[src/rtl/core/bdlp_pkg.sv]
// bdlp_pkg: shared types, codes and reset values for the button debouncer
// with long-press detection; used by every module under rtl/core
`timescale 1ns / 1ps
`default_nettype none

package bdlp_pkg;

  // field widths
  localparam int LevelsW = 5;
  localparam int CodeW   = 4;
  localparam int TimerW  = 10;
  localparam int ChecksW = 4;
  localparam int AddrW   = 4;
  localparam int DataW   = 32;

  // register reset values
  localparam logic [TimerW-1:0]  BOUNCE_RESET = 10'd50;
  localparam logic [TimerW-1:0]  REPEAT_RESET = 10'd100;
  localparam logic [ChecksW-1:0] LONG_RESET   = 4'd5;

  // register indexes (byte address / 4)
  localparam logic [1:0] REG_BOUNCE = 2'd0;
  localparam logic [1:0] REG_REPEAT = 2'd1;
  localparam logic [1:0] REG_LONG   = 2'd2;

  // key event codes
  localparam logic [CodeW-1:0] EV_NONE        = 4'd0;
  localparam logic [CodeW-1:0] EV_RIGHT       = 4'd1;
  localparam logic [CodeW-1:0] EV_CENTER      = 4'd2;
  localparam logic [CodeW-1:0] EV_CENTER_HOLD = 4'd3;
  localparam logic [CodeW-1:0] EV_LEFT        = 4'd4;
  localparam logic [CodeW-1:0] EV_ENC         = 4'd5;
  localparam logic [CodeW-1:0] EV_ENC_HOLD    = 4'd6;
  localparam logic [CodeW-1:0] EV_MODE        = 4'd7;
  localparam logic [CodeW-1:0] EV_MODE_HOLD   = 4'd8;

  typedef enum logic [1:0] {
    PH_IDLE   = 2'd0,
    PH_BOUNCE = 2'd1,
    PH_CHECK  = 2'd2
  } phase_t;

  typedef struct packed {
    logic [TimerW-1:0]  bounce_ticks;
    logic [TimerW-1:0]  repeat_ticks;
    logic [ChecksW-1:0] long_press_checks;
  } cfg_t;

  typedef struct packed {
    phase_t             phase;
    logic [CodeW-1:0]   latched_code;
    logic [TimerW-1:0]  wait_timer;
    logic [ChecksW-1:0] held_checks;
  } state_t;

  localparam state_t STATE_RESET = '{
    phase:        PH_IDLE,
    latched_code: EV_NONE,
    wait_timer:   '0,
    held_checks:  '0
  };

endpackage

`default_nettype wire

[src/rtl/core/bdlp_regs.sv]
// bdlp_regs: configuration registers behind the apb-style port
// depends on bdlp_pkg for the register map and reset values
`timescale 1ns / 1ps
`default_nettype none

module bdlp_regs (
  input  wire logic                       clk,
  input  wire logic                       rst,
  input  wire logic                       psel,
  input  wire logic                       penable,
  input  wire logic                       pwrite,
  input  wire logic [1:0]                 reg_index,
  input  wire logic [bdlp_pkg::DataW-1:0] pwdata,
  output logic      [bdlp_pkg::DataW-1:0] prdata,
  output logic                            pready,
  output bdlp_pkg::cfg_t                  cfg
);

  logic wr_en;

  assign pready = 1'b1;
  assign wr_en  = psel && penable && pwrite;

  // register writes
  always_ff @(posedge clk) begin
    if (rst) begin
      cfg.bounce_ticks      <= bdlp_pkg::BOUNCE_RESET;
      cfg.repeat_ticks      <= bdlp_pkg::REPEAT_RESET;
      cfg.long_press_checks <= bdlp_pkg::LONG_RESET;
    end else if (wr_en) begin
      unique case (reg_index)
        bdlp_pkg::REG_BOUNCE: cfg.bounce_ticks <= pwdata[bdlp_pkg::TimerW-1:0];
        bdlp_pkg::REG_REPEAT: cfg.repeat_ticks <= pwdata[bdlp_pkg::TimerW-1:0];
        bdlp_pkg::REG_LONG:   cfg.long_press_checks <= pwdata[bdlp_pkg::ChecksW-1:0];
        default: ;
      endcase
    end
  end

  // read mux
  always_comb begin
    prdata = '0;
    unique case (reg_index)
      bdlp_pkg::REG_BOUNCE: prdata[bdlp_pkg::TimerW-1:0] = cfg.bounce_ticks;
      bdlp_pkg::REG_REPEAT: prdata[bdlp_pkg::TimerW-1:0] = cfg.repeat_ticks;
      bdlp_pkg::REG_LONG:   prdata[bdlp_pkg::ChecksW-1:0] = cfg.long_press_checks;
      default:              prdata = '0;
    endcase
  end

endmodule

`default_nettype wire

[src/rtl/core/bdlp_step.sv]
// bdlp_step: one-tick state update of the debounce and long-press machine
// depends on bdlp_pkg for the state, config and key code definitions
`timescale 1ns / 1ps
`default_nettype none

module bdlp_step (
  input  wire bdlp_pkg::state_t             st,
  input  wire logic [bdlp_pkg::LevelsW-1:0] levels,
  input  wire bdlp_pkg::cfg_t               cfg,
  output bdlp_pkg::state_t                  st_next,
  output logic      [bdlp_pkg::CodeW-1:0]   step_code
);

  logic                          expired;
  logic                          released;
  logic [bdlp_pkg::TimerW-1:0]   timer_dec;
  logic [bdlp_pkg::CodeW-1:0]    picked;

  // wait expires when at most one tick is left
  assign expired   = (st.wait_timer <= bdlp_pkg::TimerW'(1));
  assign timer_dec = st.wait_timer - bdlp_pkg::TimerW'(1);
  assign released  = (levels == '0);

  // fixed priority: right, center, left, encoder, mode
  always_comb begin
    if (levels[0])      picked = bdlp_pkg::EV_RIGHT;
    else if (levels[1]) picked = bdlp_pkg::EV_CENTER;
    else if (levels[2]) picked = bdlp_pkg::EV_LEFT;
    else if (levels[3]) picked = bdlp_pkg::EV_ENC;
    else if (levels[4]) picked = bdlp_pkg::EV_MODE;
    else                picked = bdlp_pkg::EV_NONE;
  end

  // next state
  always_comb begin
    st_next = st;
    unique case (st.phase)
      bdlp_pkg::PH_BOUNCE: begin
        if (!expired) begin
          st_next.wait_timer = timer_dec;
        end else if (released) begin
          st_next.wait_timer = '0;
          st_next.phase      = bdlp_pkg::PH_IDLE;
        end else begin
          st_next.phase       = bdlp_pkg::PH_CHECK;
          st_next.wait_timer  = cfg.repeat_ticks;
          st_next.held_checks = '0;
        end
      end
      bdlp_pkg::PH_CHECK: begin
        if (!expired) begin
          st_next.wait_timer = timer_dec;
        end else if (released) begin
          st_next.wait_timer = '0;
          st_next.phase      = bdlp_pkg::PH_IDLE;
        end else begin
          // count held checks, then promote to the long code
          if (st.held_checks < cfg.long_press_checks) begin
            st_next.held_checks = st.held_checks + bdlp_pkg::ChecksW'(1);
          end else if (st.latched_code == bdlp_pkg::EV_CENTER ||
                       st.latched_code == bdlp_pkg::EV_ENC ||
                       st.latched_code == bdlp_pkg::EV_MODE) begin
            st_next.latched_code = st.latched_code + bdlp_pkg::CodeW'(1);
          end
          st_next.wait_timer = cfg.repeat_ticks;
        end
      end
      default: begin
        // idle, and the unused code that behaves as idle
        st_next.phase = bdlp_pkg::PH_IDLE;
        if (!released) begin
          st_next.latched_code = picked;
          st_next.wait_timer   = cfg.bounce_ticks;
          st_next.phase        = bdlp_pkg::PH_BOUNCE;
        end
      end
    endcase
  end

  // output: a release when the check wait expires emits the latched key
  always_comb begin
    step_code = bdlp_pkg::EV_NONE;
    unique case (st.phase)
      bdlp_pkg::PH_CHECK: begin
        if (expired && released) step_code = st.latched_code;
      end
      default: step_code = bdlp_pkg::EV_NONE;
    endcase
  end

endmodule

`default_nettype wire

[src/rtl/core/button_debounce_long_press_core.sv]
// button_debounce_long_press_core: top level, one millisecond tick per request
// depends on bdlp_pkg, bdlp_regs and bdlp_step
// an accepted request waits in the input register; the result register loads from it when the pipeline advances
// throughput: one request per cycle while the result register is free or drained; input register, state update,
// result register; reset (rst, synchronous): pipeline empty, phase idle, timers and counts zero,
//   registers at bounce 50, repeat 100, long-press checks 5
`timescale 1ns / 1ps
`default_nettype none

module button_debounce_long_press_core (
  input  wire logic                         clk,
  input  wire logic                         rst,
  input  wire logic                         in_valid,
  output logic                              in_ready,
  input  wire logic [bdlp_pkg::LevelsW-1:0] button_levels,
  output logic                              out_valid,
  input  wire logic                         out_ready,
  output logic      [bdlp_pkg::CodeW-1:0]   key_event,
  input  wire logic                         psel,
  input  wire logic                         penable,
  input  wire logic                         pwrite,
  input  wire logic [bdlp_pkg::AddrW-1:0]   paddr,
  input  wire logic [bdlp_pkg::DataW-1:0]   pwdata,
  output logic      [bdlp_pkg::DataW-1:0]   prdata,
  output logic                              pready
);

  bdlp_pkg::cfg_t                  cfg;
  bdlp_pkg::state_t                st;
  bdlp_pkg::state_t                st_next;
  logic                            s1_valid;
  logic [bdlp_pkg::LevelsW-1:0]    levels_q;
  logic [bdlp_pkg::CodeW-1:0]      step_code;
  logic                            advance;

  // configuration registers
  bdlp_regs u_regs (
    .clk       (clk),
    .rst       (rst),
    .psel      (psel),
    .penable   (penable),
    .pwrite    (pwrite),
    .reg_index (paddr[3:2]),
    .pwdata    (pwdata),
    .prdata    (prdata),
    .pready    (pready),
    .cfg       (cfg)
  );

  // pipeline moves when the result register is free or being drained
  assign advance  = !out_valid || out_ready;
  assign in_ready = !s1_valid || advance;

  // input register
  always_ff @(posedge clk) begin
    if (rst) begin
      s1_valid <= 1'b0;
    end else if (in_ready) begin
      s1_valid <= in_valid;
    end
  end

  always_ff @(posedge clk) begin
    if (in_ready && in_valid) begin
      levels_q <= button_levels;
    end
  end

  // state update for the registered tick
  bdlp_step u_step (
    .st        (st),
    .levels    (levels_q),
    .cfg       (cfg),
    .st_next   (st_next),
    .step_code (step_code)
  );

  always_ff @(posedge clk) begin
    if (rst) begin
      st <= bdlp_pkg::STATE_RESET;
    end else if (advance && s1_valid) begin
      st <= st_next;
    end
  end

  // result register
  always_ff @(posedge clk) begin
    if (rst) begin
      out_valid <= 1'b0;
    end else if (advance) begin
      out_valid <= s1_valid;
    end
  end

  always_ff @(posedge clk) begin
    if (advance && s1_valid) begin
      key_event <= step_code;
    end
  end

endmodule

`default_nettype wire

[config.mk]
export PLATFORM = sky130hd
export DESIGN_NAME = button_debounce_long_press_core
export DESIGN_NICKNAME = d
export VERILOG_FILES = /design/src/rtl/core/bdlp_pkg.sv /design/src/rtl/core/bdlp_regs.sv /design/src/rtl/core/bdlp_step.sv /design/src/rtl/core/button_debounce_long_press_core.sv
export SDC_FILE = /design/constraint.sdc
export NUM_CORES = 1
export LEC_CHECK = 0
export BUFFER_PORTS_ARGS = -buffer_cell sky130_fd_sc_hd__buf_2
export CAP_MARGIN = 20
export CORE_ASPECT_RATIO = 1.4
export CORE_MARGIN = 5
export CORE_UTILIZATION = 40
export DETAILED_ROUTE_END_ITERATION = 6
export GPL_TIMING_DRIVEN = 0
export PLACE_DENSITY = 0.61
export SLEW_MARGIN = 20
export SYNTH_ARGS = -nofsm -noshare
export SYNTH_HDL_FRONTEND = slang
export SYNTH_HIERARCHICAL = 1
export SYNTH_SLANG_ARGS = --single-unit
[constraint.sdc]
create_clock -name clk -period 2.35 [get_ports clk]
set_input_delay 0.47 -clock clk [delete_from_list [all_inputs] [get_ports clk]]
set_output_delay 0.47 -clock clk [all_outputs]
set_load 0.01 [all_outputs]
==> summary.txt, run 1 <==
Placement
  – Hpwl dp: 7140 um
  – IO Port Bufs: 39
  – Pre-CTS setup slack: -212 ps
  – Routability cong.: 0.852
  – DP Area: 4180 um^2

Cells and area
  – Post-layout util: 48.3%
  – Area grow syn2layout: 16.7%
  – Layout cell share with drive strength beyond 1: 20.3%
  – Post-route cell area: 4380 um^2
  – Layout Nets: 560
  – Inserted Diodes: 0
  – Filler Cells Inserted: 909

Detailed routing
  – Routed WL per cell: 15.5 um
  – Routed Antenna Nets: 0
  – Vias/cell: 5.22
  – DRC: 0
  – DR pass1 iterations: 4
  – Iter 0 DRT Violations: 185
  – DR vias: 3,179
  – WL final: 9470 um

STA
  – Final min period: 2290 ps
  – Slew Viols, Final: 0
  – Endpoints failing setup: 0
  – Final Skew: 5.52 ps
  – Slew @ Worst Pin: 721 ps
  – Fin worst setup slack: 57.8 ps
  – Highest Clock Rate: 0.436 GHz
  – Final hold slack: 342 ps
  – Period utilization: 97.5%
  – Fin Setup TNS: 0 ps
  – RSZ-0062 raised after global routing: yes
  – Rel. slew slack: 51.7%
  – Final Hold Fails: 0

CTS
  – Clk slew on worst S/H paths: 70 ps
  – CTS max path bufs: 2
  – Clk root buf: clkbuf_16
  – Htree depth: 2
  – TritonCTS buffer count: 5
  – CTS sink cnt: 55
  – CTS tree: yes
  – CTS Hold Buffers Added: 0
  – Clock Latency Late Sink: 300 ps

Floorplan
  – CORE AREA: 9080 um^2
  – Die area: 11,500 um^2
  – Starting density of the core: 41.4%
  – Die H: 125 um
  – Io pins: 87
  – Die width: 91.9 um
  – Core Rows: 41

Critical path
  – Critical Path End Type: flip-flop
  – Setup CP Type: reg2reg
  – Worst EP required: 2580 ps
  – Crit path largest cell delay: 570 ps
  – Critical-path top delay cell: or4_4
  – Max FO, Critical Path: 10
  – Top cell by count, worst path: buf_4
  – Crit start category: flip-flop
  – Critical Path AT: 2520 ps
  – Worst-path cell chain: or4_4 > nor4_4 > buf_4 > buf_4 > a21oi_1 > a2111oi_1 > nand2b_1 > mux2i_1

Yosys
  – Post-synth top flop: dfxtp_1
  – Asr flop ratio synth: 0%
  – Mapped Cells: 433
  – Sequential-to-total area share from yosys stat: 31.7%
  – Syn_area_per_cell: 8.67 um^2
  – Post-synth EDFFs: 9
  – Yosys warns: 6
  – Synth cell types: 61
  – Synthesized flop and latch total: 55
  – Syn Std Cell Area: 3760 um^2

GRT
  – Total grt overflow: 0
  – First-pass GRT wire length: 15,500 um
  – Largest net degree at the start of global routing: 17
  – Initial antenna violation count: 0
  – GRT Total Usage: 16.7%
  – Vias in the first global route: 3,171

Power and ir drop
  – Power Dens Cells: 528 nW/um^2
  – Peak VDD IR: 0.000375 V
  – Lkg Pwr: 1.86 nW

Worst hold path
  – Hold WC Path Type: in2reg

Flow run
  – Max Cap Violations: 0

Outcome
  – Status: completed
-- worst paths after layout --
check,cells after the start,slack (ps),to,startpoint
min reg2reg,2,500,u_regs/cfg[13]$_SDFFE_PP0P_,u_regs/cfg[13]$_SDFFE_PP0P_
max reg2reg,8,60,st[19]$_SDFFE_PP0P_,st[10]$_SDFFE_PP0P_
min,1,340,levels_q[1]$_DFFE_PP_,button_levels[1]
max,8,60,st[19]$_SDFFE_PP0P_,st[10]$_SDFFE_PP0P_
-- synthesized netlist by cell type (2+ instances only) --
master	number	area, um^2
conb_1	2	7.51
nor2_1	40	150
or3_1	4	25.0
mux2i_1	56	561
a211o_1	2	17.5
o211ai_1	5	37.5
nor3b_1	2	15.0
o21a_1	4	30.0
o31ai_1	3	22.5
a41o_1	2	20.0
ha_1	11	138
nor4_1	4	25.0
o21ai_0	12	60.1
or4_1	2	15.0
a21oi_1	7	35.0
o211a_1	2	20.0
inv_1	13	48.8
nor2b_1	3	18.8
nand2b_1	69	432
xnor2_1	3	26.3
nand2_1	29	109
clkbuf_1	15	56.3
or2_2	2	12.5
nand3_1	5	25.0
and2_1	5	31.3
a31oi_1	9	56.3
dfxtp_1	46	921
buf_12	2	40.0
a311oi_1	4	35.0
buf_4	23	173
nor3_1	4	20.0
edfxtp_1	9	270
a21o_1	2	15.0
o311ai_0	2	17.5
buf_2	4	20.0
-- metal layers --
metal,part of all wire (%),GRT usage [%]
met3,4.8,3.14
met5,0,0
met2,52,31.1
met1,41,18.5
met4,1.9,5.86
-- timing repair --
action                                  4_1_cts  5_1_grt
buffers inserted                              0        1
pin swaps                                     0        1
resized for setup                             2       20
endpoints found under the setup margin        9       19
-- area by class of cell --
class,count,area (um^2),area share (%)
clock inverters,1,8.76,0.200
flip-flops and latches,55,1200,27.3
plain buffers,45,309,7.05
clock buffers,7,143,3.25
repair buffers,41,210,4.80
inverters,13,48.8,1.11
well taps,107,134,3.05
multi-input cells,340,2330,53.2
-- flip-flops by register name, indices dropped and copies added, names as in the netlist --
register and count:
levels_q 5, u_regs/cfg 24, key_event 4, st 20, out_valid 1, s1_valid 1
-- critical path: cells and delay by family, from the launching register on --
| family | cells | cell delay (ps) |
|---|---|---|
| AO/OA/AOI/OAI | 2 | 480 |
| buffers and inverters | 2 | 370 |
| flip-flops | 1 | 350 |
| multiplexers | 1 | 130 |
| AND/OR/NAND/NOR | 3 | 880 |
-- metrics by stage --
step | power [mW] | instances
after detailed placement | 1.52 | 601
final | 2.31 | 609
after floorplan | 1.39 | 454
after global routing | 2.43 | 609
after global placement | 1.51 | 600
after CTS | 2.31 | 609
-- logic make-up (layout without fill, tap and decap cells) --
family | count (synthesis) | after routing | share of synthesized area (%)
simple gates | 179 | 179 | 26.1
fa+ha+maj | 11 | 11 | 3.66
compound gates | 66 | 66 | 12.7
buf+inv | 59 | 107 | 9.43
flops | 55 | 55 | 31.7
mux | 57 | 57 | 15.2
xor+xnor | 4 | 4 | 0.933
other cells | 2 | 23 | 0.200
-- layout by cell type, fill, tap and decap left out, drive strengths merged, types with 6 or more instances in the layout --
cell / Yosys / layout
nand2b: 69 / 69
inv: 13 / 13
mux2i: 56 / 56
dfxtp: 46 / 46
ha: 11 / 11
o21ai: 12 / 12
a31oi: 9 / 9
buf: 30 / 72
o211ai: 6 / 6
edfxtp: 9 / 9
conb: 2 / 23
nor2: 40 / 40
nand2: 29 / 29
clkbuf: 16 / 21
a21oi: 7 / 7
-- report_power, final --
part	switching [mW]	leakage, nW	internal [mW]	total, mW
sequential	0.0328	0.464	0.984	1.02
clock	0.360	0.0741	0.428	0.788
combinational	0.288	1.32	0.221	0.510
total	0.681	1.86	1.63	2.31
Note: power is estimated with default switching activity, not from simulation.
==> run 2, diff against run 1 <==
--- a/config.mk
+++ b/config.mk
@@ -12,7 +12,7 @@
 export CORE_UTILIZATION = 40
 export DETAILED_ROUTE_END_ITERATION = 6
 export GPL_TIMING_DRIVEN = 0
-export PLACE_DENSITY = 0.61
+export PLACE_DENSITY = 0.58
 export SLEW_MARGIN = 20
 export SYNTH_ARGS = -nofsm -noshare
 export SYNTH_HDL_FRONTEND = slang
==> constraint.sdc (replaced) <==
create_clock -name clk -period 2.3 [get_ports clk]
set_input_delay 0.46 -clock clk [delete_from_list [all_inputs] [get_ports clk]]
set_output_delay 0.46 -clock clk [all_outputs]
set_load 0.01 [all_outputs]
==> run 2 against run 1 <==
  * Sequential power hardly changed
  * Hold slack worse by 6.7 ps
  * Sequential cell count stayed put
  * Final cell count is 0.33% higher
  * Register-to-register slack better by 20 ps
  * Clock power is 1% higher
  * Critical path type unchanged
==> summary.txt, run 2 (synthesis results as in run 1) <==
STA
  – Highest Clock Rate: 0.450 GHz (was 0.436 GHz)
  – Final Skew: 4.88 ps (was 5.52 ps)
  – Slew Viols, Final: 0 (unchanged)
  – Fin worst setup slack: 78.0 ps (was 57.8 ps)
  – Period utilization: 96.6% (was 97.5%)
  – Rel. slew slack: 53.9% (was 51.7%)
  – Final hold slack: 335 ps (was 342 ps)
  – Final min period: 2220 ps (was 2290 ps)
  – Endpoints failing setup: 0 (unchanged)
  – Final Hold Fails: 0 (unchanged)
  – Slew @ Worst Pin: 687 ps (was 721 ps)
  – RSZ-0062 raised after global routing: yes (unchanged)

Critical path
  – Reg-to-reg slack, setup: 80 ps (was 60 ps)
  – Max FO, Critical Path: 6 (was 10)
  – Crit path to: st[14]$_SDFFE_PP0P_ (was st[19]$_SDFFE_PP0P_)
  – R2r startpoint: st[11]$_SDFFE_PP0P_ (was st[10]$_SDFFE_PP0P_)
  – Setup CP Type: reg2reg (unchanged)
  – R2R depth: 8 (unchanged)
  – RR Endpoint: st[14]$_SDFFE_PP0P_ (was st[19]$_SDFFE_PP0P_)
  – Critical Path End Type: flip-flop (unchanged)
  – Worst EP required: 2530 ps (was 2580 ps)
  – Setup crit start: st[11]$_SDFFE_PP0P_ (was st[10]$_SDFFE_PP0P_)
  – Crit start category: flip-flop (unchanged)
  – Critical Path AT: 2450 ps (was 2520 ps)

Cells and area
  – Most common cell after layout, fill and taps aside: nand2b_1 (unchanged)
  – Filler Cells Inserted: 895 (was 909)
  – Layout cell share with drive strength beyond 1: 21.2% (was 20.3%)
  – Inserted Diodes: 0 (unchanged)
  – Layout Nets: 562 (was 560)
  – Biggest register: u_regs/cfg (unchanged)
  – Top flop regs: u_regs/cfg (24), st (20), levels_q (5) (unchanged)
  – Commonest non-fill, non-tap cells in the layout: nand2b_1 (69), mux2i_1 (56), buf_2 (44) (was nand2b_1 (69), mux2i_1 (56), buf_2 (43))
  – Largest register FFs: 24 (unchanged)
  – Post-layout util: 48.3% (about the same)
  – Area grow syn2layout: 16.9% (was 16.7%)
  – Post-route cell area: 4390 um^2 (was 4380 um^2)
  – Non-filler cells, final: 611 (was 609)

Detailed routing
  – Routed WL per cell: 15.4 um (was 15.5 um)
  – Iter 0 DRT Violations: 129 (was 185)
  – WL final: 9400 um (was 9470 um)
  – Routed Antenna Nets: 0 (unchanged)
  – DR vias: 3,173 (was 3,179)
  – DR pass1 iterations: 5 (was 4)
  – DRC: 0 (unchanged)
  – Vias/cell: 5.19 (was 5.22)

Floorplan
  – Io pins: 87 (unchanged)
  – Starting density of the core: 41.4% (unchanged)
  – Die area: 11,500 um^2 (unchanged)
  – Die H: 125 um (unchanged)
  – Core Rows: 41 (unchanged)
  – Die width: 91.9 um (unchanged)
  – CORE AREA: 9080 um^2 (unchanged)

Power and ir drop
  – P_sw: 0.690 mW (was 0.681 mW)
  – Power Dens Cells: 538 nW/um^2 (was 528 nW/um^2)
  – Peak VDD IR: 0.000348 V (was 0.000375 V)
  – Sequential share of power: 43.9% (about the same)
  – Lkg Pwr: 1.86 nW (about the same)
  – Switch share: 29.2% (was 29.4%)
  – Combinational share of power: 22.3% (was 22.0%)
  – Cell-internal power: 1.67 mW (was 1.63 mW)
  – Clock share of power: 33.7% (was 34.0%)

Placement
  – Cell Count Post-Placement: 602 (was 601)
  – DP Area: 4180 um^2 (about the same)
  – Routability cong.: 0.816 (was 0.852)
  – Hpwl dp: 7160 um (was 7140 um)
  – IO Port Bufs: 39 (unchanged)
  – Pre-CTS setup slack: -60.3 ps (was -212 ps)

CTS
  – TritonCTS buffer count: 5 (unchanged)
  – CTS max path bufs: 2 (unchanged)
  – Clk slew on worst S/H paths: 70 ps (about the same)
  – Clk root buf: clkbuf_16 (unchanged)
  – CTS Hold Buffers Added: 0 (unchanged)
  – Htree depth: 2 (unchanged)
  – CTS tree: yes (unchanged)
  – CTS sink cnt: 55 (unchanged)
  – Clock Latency Late Sink: 300 ps (about the same)

GRT
  – GRT Total Usage: 16.7% (about the same)
  – Vias in the first global route: 3,135 (was 3,171)
  – Largest net degree at the start of global routing: 17 (unchanged)
  – Initial antenna violation count: 0 (unchanged)
  – Total grt overflow: 0 (unchanged)
  – First-pass GRT wire length: 15,400 um (was 15,500 um)

Outcome
  – Status: completed (unchanged)

Flow run
  – Max Cap Violations: 0 (unchanged)

Worst hold path
  – Hold WC Path Type: in2reg (unchanged)
## run 2: worst min-delay path by stage
stage,to,startpoint,depth (start not counted)
after detailed placement,u_regs/cfg[7]$_SDFFE_PP0P_,u_regs/cfg[7]$_SDFFE_PP0P_,2
after global placement,u_regs/cfg[11]$_SDFFE_PP0P_,u_regs/cfg[11]$_SDFFE_PP0P_,2
after global routing,levels_q[4]$_DFFE_PP_,button_levels[4],1
after floorplan,u_regs/cfg[22]$_SDFFE_PP0P_,u_regs/cfg[22]$_SDFFE_PP0P_,2
after CTS,levels_q[4]$_DFFE_PP_,button_levels[4],1
final,levels_q[4]$_DFFE_PP_,button_levels[4],1
## run 2: worst max-delay path: stages, from the launching register on
cell,delay (ps)
dfxtp_2,350
or4_4,570
nor4_4,210
buf_4,190
nand2_2,90
or3_1,370
o211ai_1,200
nand2b_1,70
mux2i_1,110
## run 2: repair_timing
item	in CTS	in global routing
cloned	0	0
buffers inserted	0	2
pin swaps	0	4
hold endpoints to repair	0	0
resized for setup	5	21
setup endpoints to repair	12	20
## run 2: per-stage QoR
step	power, mW	TNS (ps)
2_1_floorplan	1.42	0
5_1_grt	2.48	-89.1
6_report	2.36	0
3_5_place_dp	1.55	-219
3_3_place_gp	1.55	-6780
4_1_cts	2.34	0
## run 2: power groups by stage
stage	sequential [mW]	combinational (mW)	clock [mW]
final	1.04	0.527	0.796
after global routing	1.04	0.582	0.859
after CTS	1.04	0.497	0.811
after detailed placement	1.06	0.494	0
after global placement	1.06	0.489	0
after floorplan	1.05	0.365	0
## run 2: layout make-up
type	instances	area, um^2	area share, %
Multi-Input combinational cell	340	2330	53.0
Timing Repair Buffer	43	223	5.07
Sequential cell	55	1200	27.3
Inverter	13	48.8	1.11
Clock inverter	1	5.00	0.114
Clock buffer	7	143	3.25
Tap cell	107	134	3.05
Buffer	45	313	7.13
## run 2: metal layers
layer | GRT usage, % | vias up | share of wire [%]
met4 | 5.86 | 0 | 1.5
met1 | 19.4 | 1491 | 41
met5 | 0 | - | 0
li1 | - | 1608 | -
met3 | 2.84 | 8 | 4.4
met2 | 30.5 | 66 | 53
==> run 3, diff against run 2 <==
--- a/config.mk
+++ b/config.mk
@@ -6,13 +6,12 @@
 export NUM_CORES = 1
 export LEC_CHECK = 0
 export BUFFER_PORTS_ARGS = -buffer_cell sky130_fd_sc_hd__buf_2
-export CAP_MARGIN = 20
+export CAP_MARGIN = 5
 export CORE_ASPECT_RATIO = 1.4
 export CORE_MARGIN = 5
 export CORE_UTILIZATION = 40
 export DETAILED_ROUTE_END_ITERATION = 6
 export GPL_TIMING_DRIVEN = 0
-export PLACE_DENSITY = 0.58
 export SLEW_MARGIN = 20
 export SYNTH_ARGS = -nofsm -noshare
 export SYNTH_HDL_FRONTEND = slang
==> run 3 against run 2 <==
  * Sequential cell count unchanged
  * Sequential power about the same
  * Register-to-register slack worse by 20 ps
  * Wire length is 1.7% lower
  * Clock power up 18%
  * Final area is 0.40% higher
  * Fmax is 1.1% lower
  * Clock-buffer cell count unchanged
  * Clock skew is 2.5 ps higher
  * Critical path depth fell by 1
  * Power is 5.4% higher
  * Critical path type unchanged
  * Largest cell class unchanged
  * Largest power group unchanged
  * Highest routed layer unchanged
==> summary.txt, run 3 (synthesis results as in run 1) <==
Outcome
  – Status: completed (unchanged)

CTS
  – CTS sink cnt: 55 (unchanged)
  – CTS tree: yes (unchanged)
  – Clock Latency Late Sink: 300 ps (about the same)
  – Clk slew on worst S/H paths: 70 ps (about the same)
  – Clk root buf: clkbuf_16 (unchanged)
  – Htree depth: 2 (unchanged)
  – CTS max path bufs: 2 (unchanged)
  – TritonCTS buffer count: 5 (unchanged)
  – CTS Hold Buffers Added: 0 (unchanged)

Critical path
  – Crit start category: flip-flop (unchanged)
  – Setup CP Type: reg2reg (unchanged)
  – R2R depth: 7 (was 8)
  – Max FO, Critical Path: 7 (was 6)
  – Critical Path End Type: flip-flop (unchanged)
  – Critical Path AT: 2440 ps (was 2450 ps)
  – Worst EP required: 2500 ps (was 2530 ps)

STA
  – Period utilization: 97.6% (was 96.6%)
  – Fin Setup TNS: 0 ps (unchanged)
  – RSZ-0062 raised after global routing: yes (unchanged)
  – Fin worst setup slack: 54.2 ps (was 78.0 ps)
  – Final Hold Fails: 0 (unchanged)
  – Highest Clock Rate: 0.445 GHz (was 0.450 GHz)
  – Final hold slack: 338 ps (was 335 ps)
  – Slew Viols, Final: 0 (unchanged)
  – Final Skew: 7.39 ps (was 4.88 ps)
  – Rel. slew slack: 53.4% (was 53.9%)
  – Slew @ Worst Pin: 695 ps (was 687 ps)
  – Endpoints failing setup: 0 (unchanged)
  – Final min period: 2250 ps (was 2220 ps)

Detailed routing
  – Routed WL per cell: 15.2 um (was 15.4 um)
  – WL final: 9240 um (was 9400 um)
  – Vias/cell: 5.16 (was 5.19)
  – Iter 0 DRT Violations: 155 (was 129)
  – Routed Antenna Nets: 0 (unchanged)
  – DR vias: 3,143 (was 3,173)
  – DRC: 0 (unchanged)
  – DR pass1 iterations: 4 (was 5)

Floorplan
  – Io pins: 87 (unchanged)
  – CORE AREA: 9080 um^2 (unchanged)
  – Die H: 125 um (unchanged)
  – Core Rows: 41 (unchanged)
  – Die area: 11,500 um^2 (unchanged)
  – Starting density of the core: 41.4% (unchanged)
  – Die width: 91.9 um (unchanged)

Placement
  – IO Port Bufs: 39 (unchanged)
  – Hpwl dp: 7110 um (was 7160 um)
  – Routability cong.: 0.851 (was 0.816)
  – Pre-CTS setup slack: -516 ps (was -60.3 ps)

Cells and area
  – Inserted Diodes: 0 (unchanged)
  – Largest register FFs: 24 (unchanged)
  – Most common cell after layout, fill and taps aside: nand2b_1 (unchanged)
  – Layout cell share with drive strength beyond 1: 19.7% (was 21.2%)
  – Biggest register: u_regs/cfg (unchanged)
  – Post-layout util: 48.5% (was 48.3%)
  – Layout Nets: 560 (was 562)
  – Top flop regs: u_regs/cfg (24), st (20), levels_q (5) (unchanged)
  – Area grow syn2layout: 17.3% (was 16.9%)
  – Filler Cells Inserted: 886 (was 895)
  – Commonest non-fill, non-tap cells in the layout: nand2b_1 (69), mux2i_1 (56), dfxtp_1 (46) (was nand2b_1 (69), mux2i_1 (56), buf_2 (44))

Power and ir drop
  – P_sw: 0.678 mW (was 0.690 mW)
  – Cell-internal power: 1.81 mW (was 1.67 mW)
  – Switch share: 27.2% (was 29.2%)
  – Combinational share of power: 20.6% (was 22.3%)
  – Sequential share of power: 41.7% (was 43.9%)
  – Peak VDD IR: 0.000345 V (was 0.000348 V)
  – Lkg Pwr: 1.88 nW (was 1.86 nW)
  – Final Power: 2.49 mW (was 2.36 mW)
  – Clock share of power: 37.7% (was 33.7%)
  – Power Dens Cells: 565 nW/um^2 (was 538 nW/um^2)

GRT
  – Vias in the first global route: 3,076 (was 3,135)
  – Largest net degree at the start of global routing: 17 (unchanged)
  – Total grt overflow: 0 (unchanged)
  – GRT Total Usage: 16.2% (was 16.7%)
  – First-pass GRT wire length: 15,100 um (was 15,400 um)
  – Initial antenna violation count: 0 (unchanged)

Flow run
  – Max Cap Violations: 0 (unchanged)

Worst hold path
  – Hold WC Path Type: in2reg (unchanged)
  – Hold path cells: 1 (unchanged)
run 3: changes by cell type in the layout (fill, tap and decap cells not counted), sizes merged:
| cell | delta |
|---|---|
| clkinv | -1 |
| clkbuf | +1 |
| buf | -3 |
| bufinv | +1 |
run 3: layer usage:
metal  track usage, %  up-vias  part of all wire (%)
met2             29.3       82                    52
met3             2.42       15                   4.0
met1             18.9     1444                    42
li1                 -     1602                     -
met4             6.39        0                   2.2
met5                0        -                     0
run 3: power groups by stage:
stage | clock, mW | combinational, mW | sequential, mW
2_1_floorplan | 0 | 0.365 | 1.05
3_3_place_gp | 0 | 0.486 | 1.06
3_5_place_dp | 0 | 0.490 | 1.06
4_1_cts | 0.961 | 0.494 | 1.04
5_1_grt | 1.01 | 0.560 | 1.04
6_report | 0.937 | 0.513 | 1.04
run 3: path summary, 6_finish.rpt:
path | endpoint | slack, ps | start
setup / recovery | st[0]$_SDFFE_PP0P_ | 50 | st[10]$_SDFFE_PP0P_
hold / removal | levels_q[0]$_DFFE_PP_ | 340 | button_levels[0]
setup reg to reg | st[0]$_SDFFE_PP0P_ | 50 | st[10]$_SDFFE_PP0P_
hold reg to reg | u_regs/cfg[7]$_SDFFE_PP0P_ | 490 | u_regs/cfg[7]$_SDFFE_PP0P_
run 3: critical path: stages, from the launching register on:
cell      delay (ps)
dfxtp_1          370
or4_4            590
nor4_4           250
o211ai_2         250
a221o_1          380
a21o_1           190
nand2b_1          60
mux2i_1           60
run 3: layout make-up:
| type | instances | area [um^2] | area share [%] |
|---|---|---|---|
| clock buffer | 7 | 154 | 3.49 |
| tap | 107 | 134 | 3.04 |
| multi-input combinational | 340 | 2320 | 52.7 |
| timing repair buffer | 41 | 210 | 4.77 |
| sequential | 55 | 1190 | 27.0 |
| buffer | 45 | 317 | 7.18 |
| inverter | 13 | 48.8 | 1.11 |
| clock inverter | 1 | 30.0 | 0.681 |
run 3: what timing repair did:
item,CTS,global route
endpoints found under the setup margin,12,20
pin swaps,0,1
setup buffers,0,1
gates resized for setup,8,13
run 3: per-stage QoR:
step | instance area [um^2] | cells
3_5_place_dp | 4180 | 601
6_report | 4410 | 609
3_3_place_gp | 4160 | 600
4_1_cts | 4390 | 609
2_1_floorplan | 3830 | 454
5_1_grt | 4410 | 609
